**config.mk**
```make
export PLATFORM = sky130hd
export DESIGN_NAME = led_driver_serial_update
export DESIGN_NICKNAME = d
export VERILOG_FILES = /design/src/hw/rtl/ledsu_pkg.sv /design/src/hw/rtl/ledsu_seq.sv /design/src/hw/rtl/ledsu_dp.sv /design/src/hw/rtl/led_driver_serial_update.sv
export SDC_FILE = /design/constraint.sdc
export NUM_CORES = 1
export LEC_CHECK = 0
export BUFFER_PORTS_ARGS = -buffer_cell sky130_fd_sc_hd__buf_2
export CAP_MARGIN = 10
export CORE_UTILIZATION = 40
export CTS_BUF_LIST = sky130_fd_sc_hd__clkbuf_8
export DETAILED_ROUTE_END_ITERATION = 10
export PLACE_DENSITY_LB_ADDON = 0.15
export SYNTH_ARGS = -nofsm -noshare
export SYNTH_HDL_FRONTEND = slang
export SYNTH_SLANG_ARGS = --single-unit
```
**constraint.sdc**
```tcl
create_clock -name clk_i -period 6.1 [get_ports clk_i]
set_input_delay 0.915 -clock clk_i [delete_from_list [all_inputs] [get_ports clk_i]]
set_output_delay 0.915 -clock clk_i [all_outputs]
set_load 0.05 [all_outputs]
```
**src/hw/rtl/ledsu_pkg.sv**
```systemverilog
// Package for the LED driver serial update block: payload structs, command codes,
// microcode word format, program ROM and the seven-segment font.
// No dependencies.
`default_nettype none

package ledsu_pkg;

  typedef enum logic [1:0] {
    CMD_GLYPH = 2'd0,
    CMD_RAW   = 2'd1,
    CMD_OFF   = 2'd2,
    CMD_NONE  = 2'd3
  } cmd_e;

  typedef enum logic [1:0] {
    REG_DISPLAY_MODE = 2'd0,
    REG_DATA_MODE    = 2'd1,
    REG_BRIGHTNESS   = 2'd2
  } reg_idx_e;

  typedef enum logic [2:0] {
    STEP_MODE = 3'd0,
    STEP_DATA = 3'd1,
    STEP_ADDR = 3'd2,
    STEP_SEG  = 3'd3,
    STEP_CTRL = 3'd4,
    STEP_OFF  = 3'd5
  } step_e;

  typedef enum logic [2:0] {
    SRC_MODE = 3'd0,
    SRC_DATA = 3'd1,
    SRC_ADDR = 3'd2,
    SRC_SEG  = 3'd3,
    SRC_CTRL = 3'd4,
    SRC_OFF  = 3'd5
  } src_e;

  localparam logic [7:0] DataCmdBase = 8'h40;
  localparam logic [7:0] AddrCmdBase = 8'hC0;
  localparam logic [7:0] CtrlCmdBase = 8'h88;
  localparam logic [7:0] OffCmd      = 8'h80;
  localparam int unsigned FontSize   = 24;
  localparam int unsigned CfgWidth   = 3;

  localparam logic [1:0] DisplayModeRst = 2'd2;
  localparam logic [2:0] DataModeRst    = 3'd4;
  localparam logic [2:0] BrightnessRst  = 3'd7;

  typedef struct packed {
    logic [1:0] command;
    logic [2:0] digit;
    logic [7:0] value;
  } in_t;

  typedef struct packed {
    logic serial_bit;
    logic frame_start;
    logic frame_end;
    logic last;
  } out_t;

  typedef struct packed {
    src_e src;
    logic starts;
    logic ends;
    logic last;
  } ucode_t;

  typedef struct packed {
    logic   load;
    logic   advance;
    logic [2:0] bit_idx;
    ucode_t uw;
  } seq_ctrl_t;

  function automatic ucode_t ucode_rom(step_e step);
    ucode_t uw;
    unique case (step)
      STEP_MODE: uw = '{src: SRC_MODE, starts: 1'b1, ends: 1'b1, last: 1'b0};
      STEP_DATA: uw = '{src: SRC_DATA, starts: 1'b1, ends: 1'b1, last: 1'b0};
      STEP_ADDR: uw = '{src: SRC_ADDR, starts: 1'b1, ends: 1'b0, last: 1'b0};
      STEP_SEG:  uw = '{src: SRC_SEG,  starts: 1'b0, ends: 1'b1, last: 1'b0};
      STEP_CTRL: uw = '{src: SRC_CTRL, starts: 1'b1, ends: 1'b1, last: 1'b1};
      STEP_OFF:  uw = '{src: SRC_OFF,  starts: 1'b1, ends: 1'b1, last: 1'b1};
      default:   uw = '{src: SRC_OFF,  starts: 1'b1, ends: 1'b1, last: 1'b1};
    endcase
    return uw;
  endfunction

  function automatic logic [7:0] seg_lookup(logic [7:0] idx);
    logic [7:0] code;
    case (idx)
      8'd0:    code = 8'h3F;
      8'd1:    code = 8'h06;
      8'd2:    code = 8'h5B;
      8'd3:    code = 8'h4F;
      8'd4:    code = 8'h66;
      8'd5:    code = 8'h6D;
      8'd6:    code = 8'h7D;
      8'd7:    code = 8'h07;
      8'd8:    code = 8'h7F;
      8'd9:    code = 8'h6F;
      8'd10:   code = 8'h77;
      8'd11:   code = 8'h7C;
      8'd12:   code = 8'h39;
      8'd13:   code = 8'h5E;
      8'd14:   code = 8'h79;
      8'd15:   code = 8'h71;
      8'd16:   code = 8'h73;
      8'd17:   code = 8'h3E;
      8'd18:   code = 8'h76;
      8'd19:   code = 8'h38;
      8'd20:   code = 8'h80;
      8'd21:   code = 8'h40;
      8'd22:   code = 8'hFF;
      default: code = 8'h00;
    endcase
    return code;
  endfunction

endpackage

`default_nettype wire

```
**src/hw/rtl/ledsu_seq.sv**
```systemverilog
// Microcode sequencer: step counter, bit counter and program ROM lookup.
// Depends on ledsu_pkg.
`default_nettype none

module ledsu_seq
  import ledsu_pkg::*;
(
  input  logic      clk_i,
  input  logic      rst_ni,
  input  logic      in_valid_i,
  input  logic [1:0] in_command_i,
  input  logic      out_free_i,
  output logic      in_stall_o,
  output seq_ctrl_t ctrl_o
);

  logic       busy_q, busy_d;
  step_e      step_q, step_d;
  logic [2:0] bit_q, bit_d;
  logic       accept;
  logic       advance;
  logic       byte_done;
  ucode_t     uw;

  assign uw         = ucode_rom(step_q);
  assign in_stall_o = busy_q;
  assign accept     = in_valid_i && !busy_q;
  assign advance    = busy_q && out_free_i;
  assign byte_done  = advance && (bit_q == 3'd7);

  always_comb begin
    busy_d = busy_q;
    step_d = step_q;
    bit_d  = bit_q;
    if (accept) begin
      busy_d = (cmd_e'(in_command_i) != CMD_NONE);
      step_d = (cmd_e'(in_command_i) == CMD_OFF) ? STEP_OFF : STEP_MODE;
      bit_d  = 3'd0;
    end else if (advance) begin
      bit_d = bit_q + 3'd1;
      if (byte_done) begin
        if (uw.last) begin
          busy_d = 1'b0;
        end else begin
          step_d = step_e'(step_q + 3'd1);
        end
      end
    end
  end

  always_ff @(posedge clk_i or negedge rst_ni) begin
    if (!rst_ni) begin
      busy_q <= 1'b0;
      step_q <= STEP_MODE;
      bit_q  <= 3'd0;
    end else begin
      busy_q <= busy_d;
      step_q <= step_d;
      bit_q  <= bit_d;
    end
  end

  assign ctrl_o = '{load: accept, advance: advance, bit_idx: bit_q, uw: uw};

`ifndef SYNTHESIS
  a_last_ends: assert property (@(posedge clk_i) disable iff (!rst_ni)
    byte_done && uw.last |=> !busy_q)
    else $error("sequencer still busy after final bit");
  a_off_jump: assert property (@(posedge clk_i) disable iff (!rst_ni)
    accept && in_command_i == CMD_OFF |=> busy_q && step_q == STEP_OFF)
    else $error("off transaction did not jump to off step");
  a_idle_bit0: assert property (@(posedge clk_i) disable iff (!rst_ni)
    $fell(busy_q) |-> bit_q == 3'd0)
    else $error("bit counter not aligned at end of transaction");
`endif

endmodule

`default_nettype wire

```
**src/hw/rtl/ledsu_dp.sv**
```systemverilog
// Datapath: configuration registers, request fields, byte select and output register.
// Depends on ledsu_pkg.
`default_nettype none

module ledsu_dp
  import ledsu_pkg::*;
#(
  parameter int unsigned GlyphCount = 24
) (
  input  logic               clk_i,
  input  logic               rst_ni,
  input  logic               cfg_we_i,
  input  logic [1:0]         cfg_idx_i,
  input  logic [CfgWidth-1:0] cfg_wdata_i,
  input  in_t                in_data_i,
  input  seq_ctrl_t          ctrl_i,
  input  logic               out_stall_i,
  output logic               out_free_o,
  output logic               out_valid_o,
  output out_t               out_data_o
);

  logic [1:0] display_mode_q;
  logic [2:0] data_mode_q;
  logic [2:0] brightness_q;
  logic [2:0] digit_q;
  logic [7:0] seg_q, seg_d;
  logic       out_valid_q, out_valid_d;
  out_t       out_q, out_d;
  logic [7:0] cur_byte;
  logic       last_bit;

  always_ff @(posedge clk_i or negedge rst_ni) begin
    if (!rst_ni) begin
      display_mode_q <= DisplayModeRst;
      data_mode_q    <= DataModeRst;
      brightness_q   <= BrightnessRst;
    end else if (cfg_we_i) begin
      case (cfg_idx_i)
        REG_DISPLAY_MODE: display_mode_q <= cfg_wdata_i[1:0];
        REG_DATA_MODE:    data_mode_q    <= cfg_wdata_i[2:0];
        REG_BRIGHTNESS:   brightness_q   <= cfg_wdata_i[2:0];
        default:          ;
      endcase
    end
  end

  always_comb begin
    if (cmd_e'(in_data_i.command) == CMD_GLYPH) begin
      if (({1'b0, in_data_i.value} < 9'(GlyphCount)) &&
          ({1'b0, in_data_i.value} < 9'(FontSize))) begin
        seg_d = seg_lookup(in_data_i.value);
      end else begin
        seg_d = 8'h00;
      end
    end else begin
      seg_d = in_data_i.value;
    end
  end

  always_ff @(posedge clk_i) begin
    if (ctrl_i.load) begin
      digit_q <= in_data_i.digit;
      seg_q   <= seg_d;
    end
  end

  always_comb begin
    unique case (ctrl_i.uw.src)
      SRC_MODE: cur_byte = {6'd0, display_mode_q};
      SRC_DATA: cur_byte = DataCmdBase | {5'd0, data_mode_q};
      SRC_ADDR: cur_byte = AddrCmdBase | {4'd0, digit_q, 1'b0};
      SRC_SEG:  cur_byte = seg_q;
      SRC_CTRL: cur_byte = CtrlCmdBase | {5'd0, brightness_q};
      SRC_OFF:  cur_byte = OffCmd;
      default:  cur_byte = OffCmd;
    endcase
  end

  assign last_bit   = (ctrl_i.bit_idx == 3'd7);
  assign out_free_o = !out_valid_q || !out_stall_i;

  always_comb begin
    out_d       = out_q;
    out_valid_d = out_valid_q && out_stall_i;
    if (ctrl_i.advance) begin
      out_valid_d       = 1'b1;
      out_d.serial_bit  = cur_byte[ctrl_i.bit_idx];
      out_d.frame_start = ctrl_i.uw.starts && (ctrl_i.bit_idx == 3'd0);
      out_d.frame_end   = ctrl_i.uw.ends && last_bit;
      out_d.last        = ctrl_i.uw.last && last_bit;
    end
  end

  always_ff @(posedge clk_i or negedge rst_ni) begin
    if (!rst_ni) begin
      out_valid_q <= 1'b0;
    end else begin
      out_valid_q <= out_valid_d;
    end
  end

  always_ff @(posedge clk_i) begin
    out_q <= out_d;
  end

  assign out_valid_o = out_valid_q;
  assign out_data_o  = out_q;

`ifndef SYNTHESIS
  a_no_overwrite: assert property (@(posedge clk_i) disable iff (!rst_ni)
    out_valid_q && out_stall_i |-> !ctrl_i.advance)
    else $error("held transaction overwritten");
  a_hold: assert property (@(posedge clk_i) disable iff (!rst_ni)
    out_valid_q && out_stall_i |=> out_valid_q && $stable(out_q))
    else $error("stalled output changed");
  a_cfg_stable: assert property (@(posedge clk_i) disable iff (!rst_ni)
    ctrl_i.advance && !cfg_we_i |=> $stable(brightness_q))
    else $error("brightness changed without a write");
`endif

endmodule

`default_nettype wire

```
**src/hw/rtl/led_driver_serial_update.sv**
```systemverilog
// An accepted request sets the busy register; each serial bit is then registered in the output
// register. Glyph and raw requests give 40 bits, off gives 8, one bit per cycle when the
// output is not stalled; a new request is taken the cycle after the last bit leaves the bit
// counter. The microcode step and bit counters set the length of each request.
// Command 3 is taken and dropped.
// Reset (async, active low) clears the sequencer and output valid, and loads register defaults.
`default_nettype none

module led_driver_serial_update
  import ledsu_pkg::*;
#(
  parameter int unsigned GlyphCount = 24
) (
  input  logic               clk_i,
  input  logic               rst_ni,
  input  logic               cfg_we_i,
  input  logic [1:0]         cfg_idx_i,
  input  logic [CfgWidth-1:0] cfg_wdata_i,
  input  logic               in_valid_i,
  output logic               in_stall_o,
  input  in_t                in_data_i,
  output logic               out_valid_o,
  input  logic               out_stall_i,
  output out_t               out_data_o
);

  seq_ctrl_t ctrl;
  logic      out_free;

  ledsu_seq u_seq (
    .clk_i        (clk_i),
    .rst_ni       (rst_ni),
    .in_valid_i   (in_valid_i),
    .in_command_i (in_data_i.command),
    .out_free_i   (out_free),
    .in_stall_o   (in_stall_o),
    .ctrl_o       (ctrl)
  );

  ledsu_dp #(
    .GlyphCount (GlyphCount)
  ) u_dp (
    .clk_i       (clk_i),
    .rst_ni      (rst_ni),
    .cfg_we_i    (cfg_we_i),
    .cfg_idx_i   (cfg_idx_i),
    .cfg_wdata_i (cfg_wdata_i),
    .in_data_i   (in_data_i),
    .ctrl_i      (ctrl),
    .out_stall_i (out_stall_i),
    .out_free_o  (out_free),
    .out_valid_o (out_valid_o),
    .out_data_o  (out_data_o)
  );

endmodule

`default_nettype wire

```
; Word-level counts from Yosys, hierarchy flattened
; Memory sizes are Yosys's and may differ from the RTL's.
; Cells that the tools add are included.
[classes]
reduce_logical = 25
n_eq_ne = 14
magnitude_cmp = 2
n_addsub = 2
n_mux = 19
[op_table]
columns = operator, count
row1 = $pmux W8 S5, 1
row2 = $pmux W6 S5, 1
row3 = $mux W8, 3
row4 = $mux W3, 7
row5 = $eq A3 B2 Y1 const B, 4
row6 = $logic_not A3 Y1, 4
row7 = $eq A3 B3 Y1 const B, 3
row8 = $lt A8 B5 Y1 const B, 1
row9 = $logic_and A1 B1 Y1, 7
row10 = $add A3 B1 Y3 const B, 2
row11 = $eq A3 B1 Y1 const B, 2
row12 = $mux W1, 6
row13 = $reduce_and A2 Y1, 3
row14 = $reduce_and A3 Y1, 2
row15 = $reduce_bool A2 Y1, 3
row16 = $eq A2 B2 Y1 const B, 2
row17 = $logic_not A2 Y1, 2
row18 = $lt A3 B4 Y1 const B, 1
row19 = $bmux W1 S3, 1
row20 = $logic_not A1 Y1, 3
row21 = $eq A2 B1 Y1 const B, 1
row22 = $ne A2 B1 Y1 const B, 1
row23 = $ne A2 B2 Y1 const B, 1
row24 = $logic_or A1 B1 Y1, 1
[totals]
ff_bits = 31
out_inout_bits = 6
inputBits = 23
memories = 1
romBits = 256
[memory_table]
columns = name, depth, width, rd, rd_ports_with_merged_regs, wr, line
row1 = (name not given), 32, 8, 1, 0, 0, ledsu_pkg.sv:93  ; case (idx)

; Depth between registers and ports, before layout
[logic_depth]
word_depth = 7
depth_mapped = 8
ltp_nobuf = 7

; Modules after synthesis
; A second synthesis with hierarchy kept.
[hier_totals]
cells_unflattened = 215
hier_area_um2 = 2108.3
[by_module_without_submodules]
columns = module, seq_area_each_um2, instances, cells_each, area_per_inst_um2
row1 = ledsu_dp, 681.9, 1, 159, 1581.5
row2 = ledsu_seq, 175.2, 1, 56, 526.8

; Least setup slack after synthesis
; No wires, ideal clock.
[synth_path]
kind = input -> register
from = input port in_data_i[3] in the netlist's numbering
to = register u_dp.seg_q[0] (data pin)
path_slack_ns = 3.908
t_arrival_ns = 1.925
setup_time_ns = 0.266
cell_stages = 5
path_buffers = 2
required_time_ns = 5.834
path_cell_list = clkbuf_1 > clkbuf_1 > nor2_1 > a2111oi_0 > o41ai_1
[synth_via]
elab_chain_cells = 4
[synth_lines]
columns = element, line
row1 = start: declaration, led_driver_serial_update.sv:21  ; input in_t in_data_i,
row2 = $mem_v2 Z32 W8, n/a
row3 = $mux W8, ledsu_pkg.sv:93
row4 = $mux W8 *, ledsu_dp.sv:50  ; if (({1'b0, in_data_i.value} < 9'(GlyphCount)) &&
row5 = $mux W8 *, ledsu_dp.sv:49  ; if (cmd_e'(in_data_i.command) == CMD_GLYPH) begin
row6 = net u_dp.seg_d[0], ledsu_dp.sv:27  ; logic [7:0] seg_q, seg_d;
row7 = end signal: assignment, ledsu_dp.sv:64  ; seg_q <= seg_d;
row8 = end: declaration, ledsu_dp.sv:27
; Mark *: on every way through the listed nets, which the timed path passes. The rest lies on a longest branch.
; A chain may end at the register's enable or synchronous reset.

; Worst setup path after layout
[layout_path]
from = register u_seq.step_q[1]
to = register u_dp.out_q (netlist bit u_dp.out_data_o[3]) (data pin)
[layout_via]
elab_chain_cells = 6
[layout_lines]
columns = element, line
row1 = start: declaration, ledsu_seq.sv:18  ; step_e step_q, step_d;
row2 = start signal: assignment, ledsu_seq.sv:58  ; step_q <= step_d;
row3 = $eq A3 B3 Y1 (tied with other cells), ledsu_pkg.sv:79  ; unique case (step)
row4 = $pmux W6 S5 *, ledsu_pkg.sv:79
row5 = $eq A3 B3 Y1 (tied with other cells), ledsu_dp.sv:69  ; unique case (ctrl_i.uw.src)
row6 = $pmux W8 S5 *, ledsu_dp.sv:69
row7 = $bmux W1 S3 *, ledsu_dp.sv:88  ; out_d.serial_bit = cur_byte[ctrl_i.bit_idx];
row8 = $mux W1 (implied by the code) *, ledsu_dp.sv:88
row9 = end signal: assignment, ledsu_dp.sv:104  ; out_q <= out_d;
row10 = end: declaration, ledsu_dp.sv:29  ; out_t out_q, out_d;
; Every way passes the cells marked *; elsewhere a longest branch is shown, timed or not. The select of a mux whose other input is x is not followed.

==> flow_summary.ini <==
[outcome]
status = completed

[pwr]
p_leak_nw = 0.9586
p_per_area_nw_per_um2 = 395.4
finalPower_w = 0.0009127
peakVddDrop_uv = 171.7

[timing]
grt_setup_unrepaired = false
finalHoldViolCount = 0
period_share_pct = 39.10
fmax_mhz = 419.3
slew_headroom_pct = 64.17
setup_violations = 0
worst_pin_slew_ns = 0.5355
tns_ns = 0
min_period_ns = 2.385
maxSlewViolCount = 0
skew_ns = 0.004598

[worst_setup_path]
reg2reg_from = u_seq.step_q[1]$_DFFE_PN0P_
critPathKind = flop to flop
cp_max_fo = 7
crit_chain = ha_1, ha_1, nor4b_2, a221o_1, a221oi_1, o21ai_0, a32o_1
r2r_setup_slack_ns = 3.72
required_ns = 6.14
reg2reg_to = u_dp.out_data_o[3]$_DFFE_PP_
cp.arrival_ns = 2.42
worst_path_max_delay_cell = dfrtp_1
reg2reg_depth = 7
critPathMostFrequentCell = ha_1
cp-end-kind = flop
slowest_delay_ns = 0.46
cp-start-kind = flop

[worst_hold_path]
hold_path.startpoint = u_dp.data_mode_q[1]$_DFFE_PN0P_
hold_end = u_dp.data_mode_q[1]$_DFFE_PN0P_
min_path_cells = 1
min_path_type = flop to flop

[yosys]
syn-cell-area_um2 = 2009
synth_top_family_by_area = compound AO/OA/AOI/OAI gates
netlist_instances = 199
avgSynthCellArea_um2 = 10.10
ys_types = 50
yosysWarningCount = 0
synth-xor-area-share_pct = 0.4359
synth_simple_gate_area_share_pct = 15.44
ys_seq_area_share_pct = 42.65
syn-num-nets = 235
async_flop_share_pct = 51.61
synth_mux_area_share_pct = 7.098
ys.flop_type = edfxtp_1
synth-compound-area-share_pct = 22.04
synth_edf_count = 15
synth_adder_area_share_pct = 8.095
synth_seq_cells = 31

[final_layout]
fillers = 465
final_common_cell = buf_2
n_antenna_cell = 0
layout_common_cells = buf_2, nand2_1, edfxtp_1, inv_1
drive_gt1_share_pct = 25.44
finalNetCount = 263
fin_area_um2 = 2308
syn_to_final_growth_pct = 14.88
final_cells = 295

[clocking]
post_cts_buffers = 0
clkTransAtPathRegs_ns = 0.07
cts_buffer_depth = 2
ctsHoldBuffers = 0
numCtsBuffers = 5
cts_root_buf = clkbuf_8
worstSkewPairLatency_ns = 0.28
cts.sinks = 31
cts_resized = 0
cts_tree = built
cts.htree.levels = 2

[drt]
routed_via_density = 5.427
drt_wl_total_um = 4333
ant_nets = 0
dr.pass1.iters = 4
via_count = 1601
wl_per_cell_um = 14.69
drcViolationCount = 0
drt_iter0_markers = 116

[die]
die_w_um = 72.88
design.core.area_um2 = 4786
design.die.area_um2 = 5311
fp.dieH_um = 72.88
ios = 29
row_count = 25
initial_core_util_pct = 41.99

[placed_design]
io_buffers = 28
gp_congestion = 0.8430
place_inst = 287
dpl.hpwl_um = 3220
placed_area_um2 = 2201

[grt]
grt_max_degree = 19
globalRouteTotalUtil_pct = 17.90
grt_overflow = 0
grt_pass1_vias = 1424
antenna_found_initial = 0
grt_pass1_wl_um = 7072

[job]
max_cap_violations = 0
[flip-flops by register name, indices dropped and copies added (netlist names)]
name	flops
u_dp.seg_q	8
u_dp.out_data_o	4
u_dp.brightness_q	3
u_dp.data_mode_q	3
u_dp.digit_q	3
u_seq.bit_q	3
u_seq.step_q	3
u_dp.display_mode_q	2
u_dp.out_valid_o	1
u_seq.in_stall_o	1
[stage by stage]
| stage | worst slack (ns) | hold slack, ns | utilization, % |
|---|---|---|---|
| global placement | 3.703 | 0.4912 | 45.99 |
| CTS | 3.728 | 0.5133 | 48.24 |
| global route | 3.547 | 0.5314 | 48.24 |
| detailed placement | 3.671 | 0.4968 | 45.99 |
| floorplan | 3.908 | 0.4802 | - |
| finish | 3.715 | 0.5095 | 48.24 |
[critical path, delay by kind of cell, from the launching register on]
family,cells,cell delay (ns)
AOI/OAI and AO/OA,4,0.89
adders and majority gates,2,0.66
DFF,1,0.46
and+or+nand+nor,1,0.12
[worst max path at each step]
stage	startpoint	endpoint	slack (ns)	depth (start not counted)
2_1_floorplan	in_data_i[3]	u_dp.seg_q[0]$_DFFE_PP_	3.91	5
3_3_place_gp	in_data_i[1]	u_dp.seg_q[0]$_DFFE_PP_	3.70	7
3_5_place_dp	in_data_i[1]	u_dp.seg_q[0]$_DFFE_PP_	3.67	7
4_1_cts	u_seq.step_q[1]$_DFFE_PN0P_	u_dp.out_data_o[3]$_DFFE_PP_	3.73	7
5_1_grt	u_seq.step_q[1]$_DFFE_PN0P_	u_dp.out_data_o[3]$_DFFE_PP_	3.55	7
6_report	u_seq.step_q[1]$_DFFE_PN0P_	u_dp.out_data_o[3]$_DFFE_PP_	3.72	7
[layout make-up]
cell class / count / area (um2) / area share (%)
tap: 67 / 83.83 / 3.631
multi-input combinational: 147 / 1067 / 46.23
timing repair buffer: 28 / 140.1 / 6.070
clock buffer: 5 / 68.82 / 2.981
clock inverter: 3 / 38.79 / 1.680
sequential: 31 / 857.1 / 37.13
inverter: 14 / 52.55 / 2.276
[cell usage after synthesis (all sizes together), types with 4 or more instances]
library cell	instances	area (um2)
mux2	10	112.6
dfrtp	11	275.3
nand2	21	78.83
ha	13	162.7
inv	14	52.55
nor2b	5	31.28
a31oi	5	31.28
nor3	6	35.03
nor2	10	37.54
edfxtp	15	450.4
dfstp	5	131.4
o21ai	10	50.05
a221oi	5	43.79
clkbuf	4	15.01
a21oi	13	65.06
[where the power goes]
part	total [W]	internal (W)	switching, W
registers	0.000337	0.000286	0.0000504
logic	0.000378	0.000140	0.000238
clock network	0.000198	0.000119	0.0000786
total	0.000913	0.000545	0.000367
[kinds of logic (layout without fill, tap and decap cells)]
| kind of cell | Yosys count | in the layout |
|---|---|---|
| AO/OA/AOI/OAI | 62 | 62 |
| AND/OR/NAND/NOR | 58 | 58 |
| flip-flops | 31 | 31 |
| buffers and inverters | 21 | 50 |
| adder cells (fa/ha/maj) | 13 | 13 |
| multiplexers | 13 | 13 |
| XOR/XNOR | 1 | 1 |
[metal layers]
| metal | vias to the layer above | GRT usage [%] | share of wire, % |
|---|---|---|---|
| li1 | 808 | - | - |
| met1 | 744 | 24.80 | 49 |
| met2 | 42 | 27.73 | 46 |
| met3 | 7 | 4.282 | 4.0 |
| met4 | 0 | 5.447 | 1.1 |
| met5 | - | 0 | 0 |
Power figures use the tool's default switching activity.
